$ cat src/smts_pkg.sv
// Shared widths, types and constants for the strain median, tare and scale block.
package smts_pkg;

  // Field widths fixed by the sample and result formats
  localparam int SAMPLE_W  = 24;
  localparam int SCALE_W   = 24;
  localparam int FRAC_BITS = 8;
  localparam int DELTA_W   = SAMPLE_W + 1;
  localparam int NUM_W     = SAMPLE_W + FRAC_BITS;

  typedef logic signed [SAMPLE_W-1:0] sample_t;
  typedef logic signed [DELTA_W-1:0]  delta_t;

  // Scale after reset: 1110.0 counts per microstrain, 8 fraction bits
  localparam logic [SCALE_W-1:0] SCALE_RESET = 24'd284160;

  // Largest strain magnitude that is reported
  localparam logic [SAMPLE_W-1:0] STRAIN_MAG = '1;
  localparam delta_t              STRAIN_MAX = 25'sd16777215;

  // Burst kinds
  localparam logic KIND_MEASURE = 1'b0;
  localparam logic KIND_ZERO    = 1'b1;

endpackage

$ cat src/strain_median_tare_scaler.sv
// Load-cell burst median with per-channel tare and fixed-point strain scaling.
//
// Samples arrive on the in_valid/in_ready channel, one request per converter
// reading. Every BURST_LEN requests form one burst; kind and channel come from
// the burst's last request. When a burst is complete the block finds its median
// by a rank count with one shared comparator. A zero-capture burst stores the
// median as the channel zero and goes to the finish step. A measure burst
// subtracts the zero and runs a restoring divider, one quotient bit per cycle,
// giving strain = delta * 256 / scale, truncated toward zero and saturated.
// in_ready is low while a burst is being worked on and high while collecting.
// The result sits in an output register; collection of the next burst goes on
// while it waits, and the block only holds a new result when the receiver
// stalls with the previous one unread. The scale register is written through
// cfg_we/cfg_data. Reset empties the burst, clears all channel zeros, drops any
// pending result and restores the scale to 1110.0.
module strain_median_tare_scaler #(
  parameter int BURST_LEN    = 5,
  parameter int NUM_CHANNELS = 4
) (
  input  logic                               clk,
  input  logic                               rst,
  input  logic                               in_valid,
  output logic                               in_ready,
  input  logic                               kind,
  input  logic [1:0]                         channel,
  input  logic signed [smts_pkg::SAMPLE_W-1:0] sample,
  output logic                               out_valid,
  input  logic                               out_ready,
  output logic                               kind_res,
  output logic [1:0]                         channel_res,
  output logic signed [smts_pkg::SAMPLE_W-1:0] median_raw,
  output logic signed [smts_pkg::SAMPLE_W-1:0] tare_raw,
  output logic signed [smts_pkg::DELTA_W-1:0]  delta_raw,
  output logic signed [smts_pkg::DELTA_W-1:0]  strain,
  input  logic                               cfg_we,
  input  logic [smts_pkg::SCALE_W-1:0]       cfg_data
);
  import smts_pkg::*;

  localparam int IDX_W  = (BURST_LEN > 1) ? $clog2(BURST_LEN) : 1;
  localparam int CNT_W  = $clog2(BURST_LEN + 1);
  localparam int MID    = BURST_LEN / 2;
  localparam int CH_W   = (NUM_CHANNELS > 1) ? $clog2(NUM_CHANNELS) : 1;
  localparam int DCNT_W = $clog2(NUM_W);
  localparam logic [IDX_W-1:0]  LAST_IDX = IDX_W'(BURST_LEN - 1);
  localparam logic [DCNT_W-1:0] LAST_DIV = DCNT_W'(NUM_W - 1);

  localparam logic [2:0] S_IDLE  = 3'd0;
  localparam logic [2:0] S_SORT  = 3'd1;
  localparam logic [2:0] S_DELTA = 3'd2;
  localparam logic [2:0] S_DIV   = 3'd3;
  localparam logic [2:0] S_DONE  = 3'd4;

  logic [2:0]         state;
  logic [SCALE_W-1:0] scale;
  sample_t            burst [BURST_LEN];
  sample_t            zero_tbl [NUM_CHANNELS];
  logic [IDX_W-1:0]   fill_idx;
  logic [IDX_W-1:0]   step_idx;
  logic [IDX_W-1:0]   pass_idx;
  sample_t            cand;
  sample_t            med;
  logic [CNT_W-1:0]   less_cnt;
  logic [CNT_W-1:0]   eq_cnt;
  logic               kind_q;
  logic [1:0]         ch_q;
  sample_t            zero_q;
  delta_t             delta_q;
  logic               neg;
  logic [SCALE_W-1:0] divisor;
  logic [SCALE_W-1:0] rem;
  logic [NUM_W-1:0]   num;
  logic [DCNT_W-1:0]  div_cnt;

  // Rank count: compare the rotating head against the held candidate
  logic             is_self;
  sample_t          cmp_val;
  logic             lt;
  logic             eq;
  logic [CNT_W-1:0] less_tot;
  logic [CNT_W-1:0] eq_tot;
  logic             hit;

  assign is_self  = (step_idx == '0);
  assign cmp_val  = is_self ? burst[0] : cand;
  assign lt       = !is_self && (burst[0] < cand);
  assign eq       = is_self || (burst[0] == cand);
  assign less_tot = (is_self ? '0 : less_cnt) + CNT_W'(lt);
  assign eq_tot   = (is_self ? '0 : eq_cnt) + CNT_W'(eq);
  assign hit      = (less_tot <= CNT_W'(MID)) &&
                    (({1'b0, less_tot} + {1'b0, eq_tot}) > (CNT_W + 1)'(MID));

  // Tare lookup and difference
  logic              ch_ok;
  logic [CH_W-1:0]   tbl_idx;
  sample_t           zero_sel;
  delta_t            diff;
  logic [DELTA_W-1:0] mag;

  assign ch_ok    = (32'(ch_q) < 32'(NUM_CHANNELS));
  assign tbl_idx  = CH_W'(ch_q);
  assign zero_sel = ch_ok ? zero_tbl[tbl_idx] : '0;
  assign diff     = $signed({med[SAMPLE_W-1], med}) - $signed({zero_sel[SAMPLE_W-1], zero_sel});
  assign mag      = diff[DELTA_W-1] ? DELTA_W'(-diff) : DELTA_W'(diff);

  // Restoring divider step
  logic [SCALE_W:0] rem_sh;
  logic [SCALE_W:0] rem_sub;
  logic             ge;

  assign rem_sh  = {rem, num[NUM_W-1]};
  assign ge      = (rem_sh >= {1'b0, divisor});
  assign rem_sub = rem_sh - {1'b0, divisor};

  // Saturate the quotient and apply the sign
  logic [SAMPLE_W-1:0] q_sat;
  delta_t              strain_val;

  assign q_sat      = (|num[NUM_W-1:SAMPLE_W]) ? STRAIN_MAG : num[SAMPLE_W-1:0];
  assign strain_val = neg ? -$signed({1'b0, q_sat}) : $signed({1'b0, q_sat});

  assign in_ready = (state == S_IDLE);

  // Sequencer, burst store, tare table and output register
  always_ff @(posedge clk) begin
    if (rst) begin
      state     <= S_IDLE;
      fill_idx  <= '0;
      out_valid <= 1'b0;
      scale     <= SCALE_RESET;
      for (int i = 0; i < NUM_CHANNELS; i++) begin
        zero_tbl[i] <= '0;
      end
    end else begin
      if (cfg_we) begin
        scale <= cfg_data;
      end
      // drop the result once taken, unless the finish step replaces it
      if (out_valid && out_ready && (state != S_DONE)) begin
        out_valid <= 1'b0;
      end
      case (state)
        S_IDLE: begin
          if (in_valid) begin
            burst[fill_idx] <= sample;
            kind_q          <= kind;
            ch_q            <= channel;
            if (fill_idx == LAST_IDX) begin
              fill_idx <= '0;
              step_idx <= '0;
              pass_idx <= '0;
              state    <= S_SORT;
            end else begin
              fill_idx <= fill_idx + 1'b1;
            end
          end
        end
        S_SORT: begin
          if (is_self) begin
            cand <= burst[0];
          end
          less_cnt <= less_tot;
          eq_cnt   <= eq_tot;
          if (step_idx == LAST_IDX) begin
            if (hit) begin
              med <= cmp_val;
            end
            step_idx <= '0;
            if (pass_idx == LAST_IDX) begin
              state <= S_DELTA;
            end else begin
              pass_idx <= pass_idx + 1'b1;
            end
          end else begin
            // advance the ring by one sample
            for (int i = 0; i < BURST_LEN; i++) begin
              burst[i] <= burst[(i + 1) % BURST_LEN];
            end
            step_idx <= step_idx + 1'b1;
          end
        end
        S_DELTA: begin
          if (kind_q == KIND_ZERO) begin
            if (ch_ok) begin
              zero_tbl[tbl_idx] <= med;
            end
            zero_q  <= ch_ok ? med : '0;
            delta_q <= '0;
            num     <= '0;
            neg     <= 1'b0;
            state   <= S_DONE;
          end else begin
            zero_q  <= zero_sel;
            delta_q <= diff;
            neg     <= diff[DELTA_W-1];
            num     <= {mag[SAMPLE_W-1:0], FRAC_BITS'(0)};
            divisor <= (scale == '0) ? SCALE_W'(1) : scale;
            rem     <= '0;
            div_cnt <= '0;
            state   <= S_DIV;
          end
        end
        S_DIV: begin
          rem     <= ge ? rem_sub[SCALE_W-1:0] : rem_sh[SCALE_W-1:0];
          num     <= {num[NUM_W-2:0], ge};
          div_cnt <= div_cnt + 1'b1;
          if (div_cnt == LAST_DIV) begin
            state <= S_DONE;
          end
        end
        S_DONE: begin
          // hold until the output register is free
          if (!out_valid || out_ready) begin
            kind_res    <= kind_q;
            channel_res <= ch_q;
            median_raw  <= med;
            tare_raw    <= zero_q;
            delta_raw   <= delta_q;
            strain      <= strain_val;
            out_valid   <= 1'b1;
            state       <= S_IDLE;
          end
        end
        default: begin
          state <= S_IDLE;
        end
      endcase
    end
  end

  a_rise_from_done: assert property (@(posedge clk) disable iff (rst)
    $rose(out_valid) |-> $past(state) == S_DONE)
    else $error("result appeared outside the finish step");

  a_capture_clean: assert property (@(posedge clk) disable iff (rst)
    out_valid && (kind_res == KIND_ZERO) |-> (delta_raw == '0) && (strain == '0))
    else $error("zero capture result carries a difference or strain");

  a_strain_limit: assert property (@(posedge clk) disable iff (rst)
    out_valid |-> (strain <= STRAIN_MAX) && (strain >= -STRAIN_MAX))
    else $error("strain outside saturation limit");

  a_delta_match: assert property (@(posedge clk) disable iff (rst)
    out_valid && (kind_res == KIND_MEASURE) |->
      delta_raw == ($signed({median_raw[SAMPLE_W-1], median_raw}) -
                    $signed({tare_raw[SAMPLE_W-1], tare_raw})))
    else $error("difference does not match median and zero");

  a_fill_parked: assert property (@(posedge clk) disable iff (rst)
    state != S_IDLE |-> fill_idx == '0)
    else $error("burst fill index moved while a burst is in work");

endmodule

$ cat config.mk
export PLATFORM = sky130hd
export DESIGN_NAME = strain_median_tare_scaler
export DESIGN_NICKNAME = d
export VERILOG_FILES = /design/src/smts_pkg.sv /design/src/strain_median_tare_scaler.sv
export SDC_FILE = /design/constraint.sdc
export NUM_CORES = 1
export LEC_CHECK = 0
export ABC_AREA = 1
export BUFFER_PORTS_ARGS = -buffer_cell sky130_fd_sc_hd__buf_4
export CORE_UTILIZATION = 56
export DETAILED_ROUTE_END_ITERATION = 7
export HOLD_SLACK_MARGIN = 0.05
export PLACE_DENSITY = 0.81
export SLEW_MARGIN = 20
export SYNTH_ARGS = -nofsm -noshare
export SYNTH_HDL_FRONTEND = slang
export SYNTH_SLANG_ARGS = --single-unit
export TNS_END_PERCENT = 1
$ cat constraint.sdc
create_clock -name clk -period 10.8 [get_ports clk]
set_clock_uncertainty 0.1 [all_clocks]
set_input_delay 1.08 -clock clk [delete_from_list [all_inputs] [get_ports clk]]
set_output_delay 1.08 -clock clk [all_outputs]
set_load 0.01 [all_outputs]
Word-level counts from Yosys, hierarchy flattened
Memories as Yosys holds them, arrays and structs flattened. A register that Yosys moved wholly into a read port is not among the register bits.
Index checks and enable logic that the tools add are counted.
{ "classes": {"add_sub_neg": 11, "order_cmp": 4, "n_eq_ne": 18, "mux": 54, "n_bitwise": 2, "reduce_logical": 28} }
{ "op_table": {"columns": ["op", "count"], "rows": [
  ["24-bit 2-to-1 mux", 9],
  ["32-bit case mux with 2 select lines", 1],
  ["3-bit 2-to-1 mux", 16],
  ["24-bit case mux with 2 select lines", 1],
  ["24-bit OR reduction", 2],
  ["32-bit 2-to-1 mux", 1],
  ["25-bit by 24-bit >= comparator with 1-bit output", 1],
  ["24-bit negation with 25-bit output", 1],
  ["24-bit by 24-bit subtractor with 25-bit output", 1],
  ["24-bit equality test", 1],
  ["24-bit logical NOT", 1],
  ["24-bit less-than comparator", 1],
  ["24-bit negation", 1],
  ["24-bit subtractor", 1],
  ["1-bit 2-to-1 mux", 19],
  ["3-bit case mux with 5 select lines", 1],
  ["2-bit != test, second input constant", 7],
  ["3-bit equality test, second input constant", 4],
  ["3-bit case mux with 2 select lines", 2],
  ["3-bit AND reduction", 4],
  ["6-bit AND reduction", 2],
  ["5-bit case mux with 2 select lines", 1],
  ["3-bit by 1-bit adder with 3-bit output, second input constant", 3],
  ["2-bit AND reduction", 4],
  ["other kinds (20)", 32]
]} }
{ "word_totals": {"ff_bits": 330, "mem_bits_rw": 216, "inputBits": 56, "output_inout_bits": 103, "elab_cells": 145, "mem_count": 2} }
{ "memory_table": {"columns": ["name", "depth", "word_bits", "read_ports", "rd_clocked_by_memory_dff", "wr", "line", "text"], "rows": [
  ["burst", 5, 24, 5, 0, 5, "strain_median_tare_scaler.sv:56", "sample_t burst [BURST_LEN];"],
  ["zero_tbl", 4, 24, 1, 1, 4, "strain_median_tare_scaler.sv:57", "sample_t zero_tbl [NUM_CHANNELS];"]
]} }

Logic depth before layout (Yosys ltp)
Gate-level depths: netlist of the first run.
{ "logic_depth": {"depth_word": 8, "ltp_mapped": 25, "depth_no_buf": 23} }

Worst setup path before layout of the first run
Ideal clock, no wire load.
{ "synth_timing": {"kind": "input -> register", "startpoint": "input rst", "endpoint": "register channel_res[0] (enable)", "setup_ns": 0.684, "arrival_time_ns": 8.154, "required_time_ns": 10.016, "slack_ns": 1.862, "stages": 2, "n_path_buf": 1, "cell_sequence": "clkbuf_1 -> nor3_1"} }
{ "synth_via": {"elab_chain_cells": 2} }
{ "synth_lines": {"columns": ["element", "line", "text"], "rows": [
  ["start: declaration", "strain_median_tare_scaler.sv:21", "input logic rst,"],
  ["1-bit inverter (no source line)", null, null],
  ["3-bit AND reduction (no source line)", null, null],
  ["end signal: assignment", "strain_median_tare_scaler.sv:215", "channel_res <= ch_q;"],
  ["end: declaration", "strain_median_tare_scaler.sv:30", "output logic [1:0] channel_res,"]
]} }
No other way between the ends.
A chain may end at the register's enable or synchronous reset.

==> flow_summary.yaml, run 1 <==
pwr:
  pwr-share-clk_pct: 27.8
  power.sequential.fraction_pct: 43.0
  swShare_pct: 34.3
  peakVddDrop_uv: 148
  cellPowerDensity_nw_per_um2: 224
  pwr-share-comb_pct: 29.2
  finalPower_mw: 6.64
  power.leakage_nw: 12.2
  power.switching_mw: 2.28
  p_int_mw: 4.36
drt:
  wl_per_cell_um: 17.9
  wl_um: 60900
  drc: 0
  viasPerCell: 5.58
  drt-initial-drc-count: 1565
  ant_nets: 0
  routed-via-count: 18946
  drt_pass1_iterations: 5
timing:
  min_period_ns: 4.89
  setup_viol: 0
  worstMarginPinSlew_ns: 1.07
  rsz0062_at_grt: "false"
  slew_viol_final: 0
  hold_ws_ns: 0.316
  tns_ns: 0
  fin_ws_ns: 5.91
  finalHoldViolations: 0
  period_share_pct: 45.2
  maxSlewHeadroom_pct: 28.6
  max_freq_ghz: 0.205
cells_and_area:
  antenna_cells: 0
  postLayoutCellArea_um2: 29600
  nNetsFinal: 2896
  drive_above_1_share_pct: 10.9
  area_growth_pct: 13.3
  fin_cells: 3393
  final_core_util_pct: 64.9
setup_path:
  critPathKind: "reg2reg"
  r2r_cells: 18
  required_ns: 11.06
  r2r_end: "num[28]$_DFFE_PP_"
  r2r_slack_ns: 5.91
  cp.arrival_ns: 5.15
  end_kind: "register"
  critPathMaxFanout: 49
  critical_path.startpoint_type: "register"
logic_synthesis:
  synthCells: 2626
  synthDistinctLibCells: 51
  synth-edff-count: 514
  ys.flop_type: "edfxtp_1"
  yosys_warnings: 0
  syn-num-nets: 2773
  synth_seq_area_share_pct: 61.5
  synth-seq-cells: 547
  synthArstFlopShare_pct: 0
  syn_area_um2: 26200
  avgSynthCellArea_um2: 9.96
min_path:
  hp-start: "delta_q[14]$_SDFFCE_PP0P_"
  hold_class: "reg2reg"
  min_to: "delta_raw[14]$_DFFE_PP_"
  hold_path_depth: 0
placement:
  dp_hpwl_um: 42700
  placed_area_um2: 27900
  dp_cells: 3292
  place_congestion: 0.923
  place_ws_ns: 5.99
  io_buffer_count: 158
clock_network:
  cts_resized: 0
  cts_sinks: 547
  clockBufferDepth: 3
  cts_made_buffers: 55
  clkTransAtPathRegs_ns: 0.07
  cts_tree: "done"
  post-cts-setup-buffers: 0
  clock_latency_ns: 0.63
  holdBufCountCts: 0
  htreeDepth: 2
  root_buffer: "clkbuf_16"
die:
  io-pin-count: 159
  core_um2: 45700
  initial_core_util_pct: 57.3
  fp.dieW_um: 218
  rows: 78
  die_h_um: 218
  fp.dieArea_um2: 47600
grt:
  overflow: 0
  grt_max_degree: 122
  grt_pass1_wl_um: 96200
  grt_pass1_vias: 18467
  antenna_found_initial: 1
  track_usage_pct: 25.9
run_status:
  status: "complete, no violations"
flow_run:
  cap_violations: 0
## power by group through the flow
stage	logic [mW]	registers (mW)	clock network, mW
after floorplan	1.35	2.88	0
final	1.94	2.85	1.84
after CTS	1.93	2.85	1.87
after global placement	1.85	2.88	0
after global routing	2.17	2.88	1.95
after detailed placement	1.91	2.89	0
## worst max-delay path by stage
stage / start / to / cells past startpoint
after global placement: register / num[28]$_DFFE_PP_ / 21
after detailed placement: register / num[28]$_DFFE_PP_ / 18
after CTS: register / num[28]$_DFFE_PP_ / 18
final: register / num[28]$_DFFE_PP_ / 18
after floorplan: rst / channel_res[0]$_DFFE_PP_ / 2
after global routing: register / num[27]$_DFFE_PP_ / 21
## layout make-up
cell class,instances,area (um^2)
clock buffers,70,1460
clock inverters,31,279
fillers,3550,16000
inverters,296,1110
multi-input cells,1670,8590
flip-flops and latches,547,16100
well taps,600,751
repair buffers,179,1340
## kinds of logic after synthesis
family,Yosys count,synth area share (%)
AO/OA/AOI/OAI,353,7.56
XOR/XNOR,54,1.88
flip-flops,547,61.5
buffers and inverters,409,5.99
adder cells (fa/ha/maj),91,4.41
AND/OR/NAND/NOR,1172,18.6
## worst max-delay path, cell delays in order, from the launching register on
cell     delay (ns)
dfxtp_1        0.30
buf_4          0.27
inv_1          0.66
buf_4          0.38
nand2_1        0.10
a32o_1         0.27
ha_1           0.43
nand2_1        0.17
nor3_1         0.27
nand2_2        0.09
nand2_2        0.07
nand2_1        0.06
nand2_2        0.10
xor2_4         0.69
nand2_1        0.29
nand3_1        0.15
nand2_1        0.06
nand3_1        0.06
nand2_1        0.05
## cell usage in the layout, fill, tap and decap left out, types with 5 or more instances in the layout
cell type     n
clkbuf_16    56
nor4_1        8
nand3_1     207
nand2_1     613
inv_1       292
nor2_2        6
o22ai_1       7
nand2_2      17
nor3_1       14
nand4_1      20
clkinvlp_4    5
dfxtp_1      33
nor2_1      266
xnor2_1      28
o21ai_0     142
o21ai_2       5
clkbuf_1     13
clkinv_2      7
a21oi_1     127
buf_4       179
ha_1         89
edfxtp_1    514
a21o_1        5
a32o_1       23
xor2_1       25
a31oi_1       5
clkinv_1     12
o21ai_1      16
## per-layer routing
metal  vias to the layer above  GRT usage, %  part of all wire [%]
li1                       9155             -                     -
met1                      8876          34.3                    41
met2                       767          43.2                    48
met3                       146          4.09                   7.4
met4                         2          9.58                   3.4
met5                         -             0                 0.028
## cell usage after synthesis (3+ instances only)
library cell / instances / area [um^2]
nand2_2: 13 / 81.3
nor2_1: 273 / 1020
o211ai_1: 3 / 22.5
edfxtp_1: 514 / 15400
xor2_1: 25 / 219
dfxtp_1: 33 / 661
buf_2: 5 / 25.0
nand3_2: 3 / 30.0
a32o_1: 23 / 230
inv_1: 292 / 1100
nand3b_1: 3 / 22.5
nand3_1: 207 / 1040
nand4_1: 20 / 125
ha_1: 89 / 1110
o21a_1: 3 / 22.5
o21ai_0: 146 / 731
o22ai_1: 7 / 43.8
nand2_4: 3 / 33.8
o21ai_1: 16 / 80.1
clkbuf_1: 101 / 379
a21oi_1: 128 / 641
a21o_1: 5 / 37.5
buf_1: 5 / 18.8
a211oi_1: 4 / 30.0
o21bai_1: 3 / 22.5
xnor2_1: 28 / 245
nor4_1: 8 / 50.1
nor3_1: 16 / 80.1
a31oi_1: 5 / 31.3
nand2_1: 618 / 2320
## registers in the layout, indices dropped and copies added (netlist names), 5 cells and up, named ones only
signal      flops
burst         120
cand           24
delta_q        25
delta_raw      25
div_cnt         5
divisor        24
med            24
median_raw     24
num            32
rem            24
scale          24
strain         25
tare_raw       24
zero_q         24
zero_tbl       96
Note: power is estimated with default switching activity, not from simulation.
==> run 2: changes to the inputs <==
clock period = 4.9 ns   (was 10.8 ns; I/O delays follow)
==> run 2 against run 1 <==
Routed wire length down 0.72%. Sequential power rose by 120%. Total power rose by 120%. Final cell count up 0.65%. Worst hold slack worse by 0.23 ns. Register-to-register slack worse by 5.3 ns. Final area increased by 0.93%. Die area did not move. Via count grew 0.15%. Clock power increased by 130%.
==> flow_summary.yaml, run 2 (same netlist as run 1, synthesis figures left out) <==
cells_and_area:
  reg_top3: "burst: 120 flops, zero_tbl: 96 flops, num: 32 flops"
  drive_above_1_share_pct: 11.0
  largest_register_ffs: 120
  nNetsFinal: 2916
  area_growth_pct: 14.4
  final_core_util_pct: 65.5
  layout_commonest_cell: "nand2_1"
  largest_register: "burst"
  layout_common_cells: "nand2_1, edfxtp_1, inv_1, nor2_1, nand3_1"
grt:
  grt_pass1_vias: 18064
  antenna_found_initial: 2
  overflow: 0
  grt_max_degree: 120
  grt_pass1_wl_um: 94400
  track_usage_pct: 25.5
setup_path:
  end_kind: "register"
  cp.arrival_ns: 4.60
  crit_path_end: "num[27]$_DFFE_PP_"
  r2r_slack_ns: 0.58
  critPathKind: "reg2reg"
  r2r_cells: 20
  required_ns: 5.18
  r2r_end: "num[27]$_DFFE_PP_"
  critical_path.startpoint_type: "register"
  critPathMaxFanout: 48
min_path:
  hold_class: "in2reg"
drt:
  ant_nets: 0
  drc: 0
  routedLengthMet1_um: 25300
  viasPerCell: 5.56
  maxUsedRoutingLayer: "met5"
  routed-via-count: 18975
  wl_per_cell_um: 17.7
  wl_um: 60500
  met2_length_um: 29100
  wl_met3_um: 4080
  drt-initial-drc-count: 1904
  drt_pass1_iterations: 6
clock_network:
  cts_sinks: 547
  htreeDepth: 2
  root_buffer: "clkbuf_16"
  clkTransAtPathRegs_ns: 0.06
  cts_made_buffers: 55
  clock_latency_ns: 0.62
  cts_tree: "done"
  post-cts-setup-buffers: 0
  clockBufferDepth: 3
placement:
  dp_hpwl_um: 42100
  io_buffer_count: 158
  place_congestion: 0.976
timing:
  period_share_pct: 88.2
  rsz0062_at_grt: "false"
  slew_viol_final: 0
  maxSlewHeadroom_pct: 30.0
  min_period_ns: 4.32
  tns_ns: 0
  setup_viol: 0
  max_freq_ghz: 0.231
  worstMarginPinSlew_ns: 1.05
  finalHoldViolations: 0
pwr:
  p_int_mw: 9.74
  power.sequential.fraction_pct: 42.4
  power.switching_mw: 5.07
  cellPowerDensity_nw_per_um2: 495
  power.leakage_nw: 12.3
  peakVddDrop_uv: 385
  pwr-share-clk_pct: 28.4
  swShare_pct: 34.2
  pwr-share-comb_pct: 29.2
die:
  core_um2: 45700
  rows: 78
  io-pin-count: 159
  fp.dieArea_um2: 47600
  initial_core_util_pct: 57.3
  die_h_um: 218
  fp.dieW_um: 218
flow_run:
  cap_violations: 0
run_status:
  status: "complete, no violations"
-- run 2: power groups by stage --
stage	combinational (mW)	sequential, mW	clock, mW
floorplan	2.98	6.33	0
global route	4.83	6.33	4.44
finish	4.33	6.28	4.20
global placement	4.12	6.34	0
detailed placement	4.25	6.37	0
CTS	4.29	6.28	4.26
-- run 2: worst max-delay path, stage by stage (launching register included) --
cell and delay [ns]:
dfxtp_1 0.33, buf_4 0.43, o21ai_0 0.17, o22ai_1 0.22, ha_1 0.18, inv_1 0.08, fa_1 0.42, nand2_1 0.14
nand2_1 0.12, nand3_2 0.12, nand2_2 0.08, nand2_2 0.10, nand2_2 0.06, nand2_1 0.08, nand2_2 0.08, xor2_4 0.70
nand2_1 0.28, nand4_1 0.19, nand2_1 0.07, nand2_1 0.05, nand2_1 0.04
-- run 2: layer usage --
metal | vias to the layer above | GRT usage [%]
met3 | 118 | 3.97
met4 | 2 | 9.60
met5 | - | 0
met2 | 703 | 42.2
met1 | 8957 | 34.1
li1 | 9195 | -
-- run 2: area by class of cell --
class | count | area (um^2)
Sequential cell | 547 | 16100
Fill cell | 3476 | 15800
Multi-Input combinational cell | 1670 | 8600
Timing Repair Buffer | 199 | 1550
Clock buffer | 62 | 1410
Inverter | 296 | 1110
Tap cell | 600 | 751
Clock inverter | 40 | 393
Antenna cell | 1 | 2.50
-- run 2: repair_timing --
item / CTS / global route
hold buffers: 17 / 0
endpoints found under the setup margin: 0 / 0
endpoints found under the hold margin: 17 / 0
resized for setup: 0 / 0
-- run 2: how the worst min path moves through the flow --
stage                               from                      end  slack (ns)  depth (start not counted)
4_1_cts                     cfg_data[16]   scale[16]$_SDFFE_PP0P_        0.05                          3
3_3_place_gp    delta_q[4]$_SDFFCE_PP0P_   delta_raw[4]$_DFFE_PP_        0.30                          0
5_1_grt                           cfg_we   scale[14]$_SDFFE_PP1P_        0.08                          2
3_5_place_dp   delta_q[15]$_SDFFCE_PP0P_  delta_raw[15]$_DFFE_PP_        0.30                          0
6_report                    cfg_data[13]   scale[13]$_SDFFE_PP0P_        0.08                          3
2_1_floorplan   delta_q[0]$_SDFFCE_PP0P_   delta_raw[0]$_DFFE_PP_        0.30                          0
-- run 2: metrics by stage --
stage	std cells	worst slack, ns	hold slack [ns]	power [mW]	area, um^2
after floorplan	2626	0.111	0.300	9.31	26200
after global placement	3295	0.750	0.302	10.5	27900
after detailed placement	3295	0.643	0.305	10.6	27900
after CTS	3414	0.642	0.0503	14.8	29900
after global routing	3415	0.232	0.0799	15.6	29900
final	3415	0.579	0.0813	14.8	29900
